<file path="config.mk">
export PLATFORM = sky130hd
export DESIGN_NAME = printable_string_run_finder_core
export DESIGN_NICKNAME = d
export VERILOG_FILES = /design/src/hw/rtl/psrf_pkg.sv /design/src/hw/rtl/printable_string_run_finder_core.sv /design/src/hw/rtl/psrf_scan.sv /design/src/hw/rtl/psrf_result_fifo.sv
export VERILOG_INCLUDE_DIRS = /design/src /design/src/hw/rtl
export SDC_FILE = /design/constraint.sdc
export NUM_CORES = 1
export LEC_CHECK = 0
export ABC_CLOCK_PERIOD_IN_PS = 26800
export BUFFER_PORTS_ARGS = -buffer_cell sky130_fd_sc_hd__buf_2
export CORE_MARGIN = 4
export CORE_UTILIZATION = 67
export DETAILED_ROUTE_END_ITERATION = 16
export PLACE_DENSITY = 0.86
export SYNTH_ARGS = -nofsm -noshare
export SYNTH_HDL_FRONTEND = slang
export SYNTH_SLANG_ARGS = --single-unit
</file>
<file path="constraint.sdc">
create_clock -name clk -period 26.8 [get_ports clk]
set_clock_uncertainty 0.05 [all_clocks]
set_input_delay 1.34 -clock clk [delete_from_list [all_inputs] [get_ports clk]]
set_output_delay 1.34 -clock clk [all_outputs]
set_load 0.1 [all_outputs]
</file>
<file path="src/hw/rtl/printable_string_run_finder_core_defines.svh">
// assertion macros shared by the run finder modules
`ifndef PRINTABLE_STRING_RUN_FINDER_CORE_DEFINES_SVH
`define PRINTABLE_STRING_RUN_FINDER_CORE_DEFINES_SVH

// same-cycle implication, checked outside reset
`define PSRF_ASSERT_NOW(lbl, ante, cons, msg) \
    lbl: assert property (@(posedge clk) disable iff (!rst_n) (ante) |-> (cons)) \
        else $error(msg);

// next-cycle implication, checked outside reset
`define PSRF_ASSERT_NXT(lbl, ante, cons, msg) \
    lbl: assert property (@(posedge clk) disable iff (!rst_n) (ante) |=> (cons)) \
        else $error(msg);

`endif

</file>
<file path="src/hw/rtl/psrf_pkg.sv">
// shared types and constants for the printable run finder
package psrf_pkg;

    localparam int OFFSET_BITS = 32;
    localparam int OUT_BITS = 32;
    localparam logic [7:0] DEFAULT_MIN_LENGTH = 8'd4;
    localparam logic [7:0] RESET_MIN_LENGTH = 8'd4;
    localparam logic [7:0] PRINT_LOW = 8'h20;
    localparam logic [7:0] PRINT_HIGH = 8'h7E;
    localparam int FIFO_DEPTH = 4;
    localparam int FIFO_PTR_BITS = $clog2(FIFO_DEPTH);
    localparam int FIFO_CNT_BITS = $clog2(FIFO_DEPTH + 1);

    typedef logic [OFFSET_BITS-1:0] ofs_t;

    typedef struct packed {
        logic [OUT_BITS-1:0] run_start;
        logic [OUT_BITS-1:0] run_end;
        logic run_wide;
        logic last_result;
    } result_t;

    // up to two results produced by one byte, narrow one first
    typedef struct packed {
        logic [1:0] count;
        result_t first;
        result_t second;
    } push_t;

endpackage

</file>
<file path="src/hw/rtl/printable_string_run_finder_core.sv">
// top level of the printable run finder: scan stage feeding a result queue
//
// usage:
// - input channel in_valid/in_ready carries one word per stream byte:
//   cur_byte, the following byte next_byte and next_valid; offsets count
//   from zero at reset, one per accepted word
// - output channel out_valid/out_ready carries run reports: run_start,
//   run_end, run_wide and last_result, which marks the final report of
//   the byte that caused it; a byte gives zero, one or two reports
// - cfg_valid/cfg_ready writes min_length (zero means four); cfg_ready is
//   always high, write only while no word is in flight
// - a word is registered at acceptance and its reports enter the queue
//   once there is room for a pair; out_valid comes from the queue count
// - throughput: one byte per cycle while the queue has room for a pair;
//   bytes closing runs are limited by the output port at one report per
//   cycle, the four-entry queue absorbing a pair per byte
// - reset clears offsets, open runs and the queue, min_length returns to 4
// - when the receiver stalls, reports wait in the queue and in_ready drops
//   once fewer than two entries are free; runs still open are not reported
module printable_string_run_finder_core (
    input  logic clk,
    input  logic rst_n,
    input  logic in_valid,
    output logic in_ready,
    input  logic [7:0] cur_byte,
    input  logic [7:0] next_byte,
    input  logic next_valid,
    output logic out_valid,
    input  logic out_ready,
    output logic [31:0] run_start,
    output logic [31:0] run_end,
    output logic run_wide,
    output logic last_result,
    input  logic cfg_valid,
    output logic cfg_ready,
    input  logic [7:0] cfg_data
);

    psrf_pkg::push_t push;
    psrf_pkg::result_t head;
    logic space;

    assign cfg_ready = 1'b1;

    psrf_scan u_scan (
        .clk       (clk),
        .rst_n     (rst_n),
        .in_valid  (in_valid),
        .in_ready  (in_ready),
        .cur_byte  (cur_byte),
        .next_byte (next_byte),
        .next_valid(next_valid),
        .cfg_valid (cfg_valid),
        .cfg_data  (cfg_data),
        .space     (space),
        .push      (push)
    );

    psrf_result_fifo u_fifo (
        .clk      (clk),
        .rst_n    (rst_n),
        .push     (push),
        .space    (space),
        .out_valid(out_valid),
        .out_ready(out_ready),
        .head     (head)
    );

    assign run_start = head.run_start;
    assign run_end = head.run_end;
    assign run_wide = head.run_wide;
    assign last_result = head.last_result;

endmodule

</file>
<file path="src/hw/rtl/psrf_scan.sv">
// input register, run tracking state and result generation
`include "printable_string_run_finder_core_defines.svh"

module psrf_scan (
    input  logic clk,
    input  logic rst_n,
    input  logic in_valid,
    output logic in_ready,
    input  logic [7:0] cur_byte,
    input  logic [7:0] next_byte,
    input  logic next_valid,
    input  logic cfg_valid,
    input  logic [7:0] cfg_data,
    input  logic space,
    output psrf_pkg::push_t push
);

    logic in_valid_reg, in_valid_next;
    logic [7:0] cur_reg, nxt_reg;
    logic nv_reg;
    logic [7:0] min_length_reg;

    psrf_pkg::ofs_t offset_reg, offset_next;
    psrf_pkg::ofs_t narrow_start_reg, narrow_start_next;
    psrf_pkg::ofs_t odd_start_reg, odd_start_next;
    psrf_pkg::ofs_t even_start_reg, even_start_next;
    logic narrow_open_reg, narrow_open_next;
    logic odd_open_reg, odd_open_next;
    logic even_open_reg, even_open_next;

    logic advance;
    logic [7:0] need;
    logic nprint, wprint, odd;
    psrf_pkg::ofs_t narrow_dist, wide_dist, wide_start;
    logic wide_open;
    logic narrow_hit, wide_hit;
    psrf_pkg::result_t narrow_res, wide_res;

    assign advance = in_valid_reg && space;
    assign in_ready = !in_valid_reg || advance;

    always_comb
    begin
        in_valid_next = in_valid_reg;
        if (in_valid && in_ready)
        begin
            in_valid_next = 1'b1;
        end
        else if (advance)
        begin
            in_valid_next = 1'b0;
        end
    end

    always_comb
    begin
        need = (min_length_reg == 8'd0) ? psrf_pkg::DEFAULT_MIN_LENGTH : min_length_reg;
        nprint = (cur_reg >= psrf_pkg::PRINT_LOW) && (cur_reg <= psrf_pkg::PRINT_HIGH);
        // wide char is printable only with a zero high byte
        wprint = nv_reg && (nxt_reg == 8'd0) && nprint;
        odd = offset_reg[0];
        wide_start = odd ? odd_start_reg : even_start_reg;
        wide_open = odd ? odd_open_reg : even_open_reg;
        narrow_dist = offset_reg - narrow_start_reg;
        wide_dist = offset_reg - wide_start;

        narrow_hit = !nprint && narrow_open_reg
            && (narrow_dist >= psrf_pkg::OFFSET_BITS'(need));
        wide_hit = !wprint && wide_open
            && ((wide_dist >> 1) >= psrf_pkg::OFFSET_BITS'(need));

        narrow_start_next = narrow_start_reg;
        narrow_open_next = narrow_open_reg;
        if (nprint)
        begin
            if (!narrow_open_reg)
            begin
                narrow_open_next = 1'b1;
                narrow_start_next = offset_reg;
            end
        end
        else
        begin
            narrow_open_next = 1'b0;
        end

        odd_start_next = odd_start_reg;
        odd_open_next = odd_open_reg;
        even_start_next = even_start_reg;
        even_open_next = even_open_reg;
        if (odd)
        begin
            if (wprint && !odd_open_reg)
            begin
                odd_open_next = 1'b1;
                odd_start_next = offset_reg;
            end
            else if (!wprint)
            begin
                odd_open_next = 1'b0;
            end
        end
        else
        begin
            if (wprint && !even_open_reg)
            begin
                even_open_next = 1'b1;
                even_start_next = offset_reg;
            end
            else if (!wprint)
            begin
                even_open_next = 1'b0;
            end
        end

        offset_next = offset_reg + psrf_pkg::OFFSET_BITS'(1);
    end

    always_comb
    begin
        narrow_res.run_start = psrf_pkg::OUT_BITS'(narrow_start_reg);
        narrow_res.run_end = psrf_pkg::OUT_BITS'(offset_reg);
        narrow_res.run_wide = 1'b0;
        narrow_res.last_result = !wide_hit;

        wide_res.run_start = psrf_pkg::OUT_BITS'(wide_start);
        wide_res.run_end = psrf_pkg::OUT_BITS'(offset_reg);
        wide_res.run_wide = 1'b1;
        wide_res.last_result = 1'b1;

        push.count = 2'd0;
        push.first = narrow_hit ? narrow_res : wide_res;
        push.second = wide_res;
        if (advance)
        begin
            push.count = {1'b0, narrow_hit} + {1'b0, wide_hit};
        end
    end

    always_ff @(posedge clk or negedge rst_n)
    begin
        if (!rst_n)
        begin
            in_valid_reg <= 1'b0;
            min_length_reg <= psrf_pkg::RESET_MIN_LENGTH;
            offset_reg <= '0;
            narrow_start_reg <= '0;
            odd_start_reg <= '0;
            even_start_reg <= '0;
            narrow_open_reg <= 1'b0;
            odd_open_reg <= 1'b0;
            even_open_reg <= 1'b0;
        end
        else
        begin
            in_valid_reg <= in_valid_next;
            if (cfg_valid)
            begin
                min_length_reg <= cfg_data;
            end
            if (advance)
            begin
                offset_reg <= offset_next;
                narrow_start_reg <= narrow_start_next;
                odd_start_reg <= odd_start_next;
                even_start_reg <= even_start_next;
                narrow_open_reg <= narrow_open_next;
                odd_open_reg <= odd_open_next;
                even_open_reg <= even_open_next;
            end
        end
    end

    // input word register
    always_ff @(posedge clk)
    begin
        if (in_valid && in_ready)
        begin
            cur_reg <= cur_byte;
            nxt_reg <= next_byte;
            nv_reg <= next_valid;
        end
    end

    `PSRF_ASSERT_NXT(a_offset_step, advance,
        offset_reg == $past(offset_reg) + psrf_pkg::OFFSET_BITS'(1),
        "byte offset did not advance by one")
    `PSRF_ASSERT_NOW(a_no_push_without_word, !advance, push.count == 2'd0,
        "results pushed without a word in process")

endmodule

</file>
<file path="src/hw/rtl/psrf_result_fifo.sv">
// small result queue taking up to two results per cycle, giving one
`include "printable_string_run_finder_core_defines.svh"

module psrf_result_fifo (
    input  logic clk,
    input  logic rst_n,
    input  psrf_pkg::push_t push,
    output logic space,
    output logic out_valid,
    input  logic out_ready,
    output psrf_pkg::result_t head
);

    psrf_pkg::result_t mem [psrf_pkg::FIFO_DEPTH];
    logic [psrf_pkg::FIFO_PTR_BITS-1:0] wr_ptr_reg, wr_ptr_next;
    logic [psrf_pkg::FIFO_PTR_BITS-1:0] rd_ptr_reg, rd_ptr_next;
    logic [psrf_pkg::FIFO_CNT_BITS-1:0] count_reg, count_next;
    logic [psrf_pkg::FIFO_PTR_BITS-1:0] wr_ptr_plus1;
    logic pop;

    assign out_valid = (count_reg != '0);
    assign pop = out_valid && out_ready;
    // room for a full pair of results
    assign space = (count_reg <= psrf_pkg::FIFO_CNT_BITS'(psrf_pkg::FIFO_DEPTH - 2));
    assign head = mem[rd_ptr_reg];
    assign wr_ptr_plus1 = wr_ptr_reg + psrf_pkg::FIFO_PTR_BITS'(1);

    always_comb
    begin
        wr_ptr_next = wr_ptr_reg + psrf_pkg::FIFO_PTR_BITS'(push.count);
        rd_ptr_next = rd_ptr_reg + psrf_pkg::FIFO_PTR_BITS'(pop);
        count_next = count_reg + psrf_pkg::FIFO_CNT_BITS'(push.count)
            - psrf_pkg::FIFO_CNT_BITS'(pop);
    end

    always_ff @(posedge clk or negedge rst_n)
    begin
        if (!rst_n)
        begin
            wr_ptr_reg <= '0;
            rd_ptr_reg <= '0;
            count_reg <= '0;
        end
        else
        begin
            wr_ptr_reg <= wr_ptr_next;
            rd_ptr_reg <= rd_ptr_next;
            count_reg <= count_next;
        end
    end

    always_ff @(posedge clk)
    begin
        if (push.count != 2'd0)
        begin
            mem[wr_ptr_reg] <= push.first;
        end
        if (push.count == 2'd2)
        begin
            mem[wr_ptr_plus1] <= push.second;
        end
    end

    `PSRF_ASSERT_NOW(a_no_overflow, push.count != 2'd0, space,
        "result queue written without room")
    `PSRF_ASSERT_NOW(a_pair_order, push.count == 2'd2,
        !push.first.last_result && push.second.last_result && !push.first.run_wide,
        "result pair has wrong order or last marks")

endmodule

</file>
==> results.yml <==
sta:
  worst_pin_slew_ps: 1190
  setup_viol: 0
  whs_ps: 420
  finalHoldViolCount: 0
  fmax_mhz: 115
  finalCritPeriodShare_pct: 32.5
  rsz0062_at_grt: "no"
  slew_viol_final: 0
  period_needed_ps: 8720
  relSlewSlack_pct: 21.0
  setup_tns_ps: 0
drt:
  wl_per_cell_um: 26.0
  drt_iter0_drc: 2218
  drc: 0
  totalWireLength_um: 62500
  via_count: 16900
  post_drt_via_cell_ratio: 7.03
  dr.pass1.iters: 8
  antenna_left: 0
logic_synthesis:
  yosysWarnings: 0
  ys_ff_latch: 427
  synth_nets: 2025
  syn_avg_cell_area_um2: 12.0
  synth_area_leaders: "edfxtp_1, dfrtp_1, mux4_2"
  netlist_area_um2: 22800
  synth_top_cells_by_count: "edfxtp_1, nand2_1, dfrtp_1, and2_1, clkbuf_1"
  synth.most_common_cell: "edfxtp_1"
  yosys.cell_types.count: 76
  synth-main-ff-cell: "edfxtp_1"
  synth-edff-count: 273
  async_reset_ff_share_pct: 34.2
  synth_cells: 1906
  synth_top_area_share_pct: 35.9
  ys_seq_area_share_pct: 52.6
  yosysTopAreaCell: "edfxtp_1"
worst_setup_path:
  cp_num_buf_inv: 6
  cp_slowest_cell: "nand2b_4"
  cp-startpoint: "u_scan.offset_reg[0]$_DFFE_PN0P_"
  cp.arrival_ps: 8930
  cpLargestDelayFamily: "simple AND/OR/NAND/NOR gates"
  worstSetupStartpointType: "register"
  end_kind: "register"
  worst-setup-path-type: "reg -> reg"
  r2r-start: "u_scan.offset_reg[0]$_DFFE_PN0P_"
  path_max_fanout: 100
  cp_slowest_stage_delay_ps: 1040
  required_ps: 27010
cts:
  insertion_delay_ps: 570
  cts_tree: "yes"
  htreeDepth: 2
  clock_path_buffers: 3
  clk_pin_slew_ps: 70
  cts_buffers: 42
  hold_buffers: 0
  root_buffer: "clkbuf_16"
  clkSinkCount: 427
  post_cts.repair.setup_buffers: 0
  cts-resized-gates: 0
final_layout:
  instances_no_fill: 2408
  fill_cells: 2027
  diodes: 0
  drive_gt1_share_pct: 17.6
  regMostFlops: "u_fifo.mem"
  largest_reg_flops: 264
  fin_util_pct: 74.2
  nNetsFinal: 2045
  areaGrowthSynthToFinish_pct: 9.02
pwr:
  ir_drop_mv: 0.110
  p_leak_nw: 9.78
  p_sw_share_pct: 45.1
  power_w: 0.00262
  p_int_w: 0.00144
  p_per_area_nw_per_um2: 105
  p_seq_share_pct: 30.9
  clkPwrFrac_pct: 22.2
  pwr-share-comb_pct: 46.9
  p_sw_w: 0.00118
global_routing:
  grt_pass1_wl_um: 96300
  antenna_found_initial: 1
  grt_usage_pct: 33.8
  overflow: 0
  grt_start_max_net_pins: 101
  grt_pass1_vias: 16800
place:
  dp_hpwl_um: 39900
  port_buffers: 97
  place_inst: 2330
  place.gp.congestion: 0.924
floorplanning:
  rows: 67
  die-area_um2: 37100
  start_util_pct: 68.1
  die_w_um: 193
  core_area_um2: 33500
  io_pins: 99
  die_h_um: 193
run:
  cap_violations: 0
min_path:
  min_path_type: "reg -> reg"
  hp-start: "u_fifo.rd_ptr_reg[1]$_DFF_PN0_"
outcome:
  outcome: "finished, final reports clean"
cell type report:
type                            count  area (µm²)  area share [%]
Inverter                           73         275            1.11
Sequential cell                   427       12000            48.3
Clock buffer                       63        1230            4.95
Clock inverter                     15         119           0.478
Multi-Input combinational cell   1264       10000            40.3
Timing Repair Buffer              118         649            2.61
Tap cell                          448         561            2.25
cell families after synthesis:
family	synth area share, %
mux	11.6
flops	52.6
xor+xnor	2.53
fa+ha+maj	4.98
other cells	0.0329
simple gates	11.3
compound gates	13.2
buf+inv	3.77
final timing paths:
check / cells after the start / to / slack (ps)
worst min-delay path: 1 / u_fifo.rd_ptr_reg[1]$_DFF_PN0_ / 420
max in group asynchronous: 2 / u_scan.min_length_reg[5]$_DFFE_PN0P_ / 24480
worst min register to register: 1 / u_fifo.rd_ptr_reg[1]$_DFF_PN0_ / 420
min in group asynchronous: 1 / u_scan.offset_reg[31]$_DFFE_PN0P_ / 770
worst max-delay path: 26 / u_fifo.mem[2][34]$_DFFE_PP_ / 18080
worst max register to register: 26 / u_fifo.mem[2][34]$_DFFE_PP_ / 18080
worst reg2reg max path: cells and delay by family, from the launching register on:
kind,cells,cell delay [ps]
buffers and inverters,6,2090
adder cells (fa/ha/maj),4,1380
XOR/XNOR,1,170
AND/OR/NAND/NOR,8,3140
flip-flops,1,400
AO/OA/AOI/OAI,7,1190
power by group through the flow:
stage / combinational [W] / clock (W) / sequential, W
after detailed placement: 0.00121 / 0 / 0.000820
after global placement: 0.00120 / 0 / 0.000815
after floorplan: 0.00101 / 0 / 0.000790
after CTS: 0.00122 / 0.000581 / 0.000808
after global routing: 0.00129 / 0.000613 / 0.000815
final: 0.00123 / 0.000583 / 0.000810
per-layer routing:
layer	part of all wire, %	wire [µm]	track usage (%)
met2	47	29600	53.9
met5	0.019	12	0
met3	13	8210	8.57
met1	36	22800	46.2
met4	3.1	1940	10.8
layout by cell type, fill, tap and decap left out, types with 6 or more instances in the layout:
cell       netlist  layout
nand3_1         28      28
nor2b_1         12      12
ha_1            86      86
clkinv_2         0       9
o22a_1           6       6
a31oi_1         11      11
clkbuf_8         0       8
nand2b_1        15      14
nand4_1         23      23
o2111ai_1        8       8
a21oi_1         75      75
nor2_1          61      59
xnor2_1         39      39
dfxtp_1          8       8
buf_2           18      96
edfxtp_1       273     273
o21bai_1        10      10
o22ai_1         36      36
buf_4            3      21
or4_1            6       6
a211oi_1         7       7
nor3_1          17      15
o31ai_1          6       6
dfrtp_1        145     142
a21o_1          21      21
nand2_1        165     163
o21a_1          17      17
o32ai_1         95      95
o21ai_0         79      79
inv_1           73      72
clkbuf_16        0      43
mux4_2          66      66
xor2_1          27      27
and2_1         131     131
mux2_2          67      67
mux2i_1         41      41
and3_1           8       8
clkbuf_1       100      12
o211ai_1        13      13
per-stage QoR:
step	cell area, µm²	worst slack [ps]
after floorplan	22800	18110
after global placement	23500	18530
after detailed placement	23500	18350
after CTS	24900	18220
after global routing	24900	17500
final	24900	18080
(Power assumes the default switching activity.)
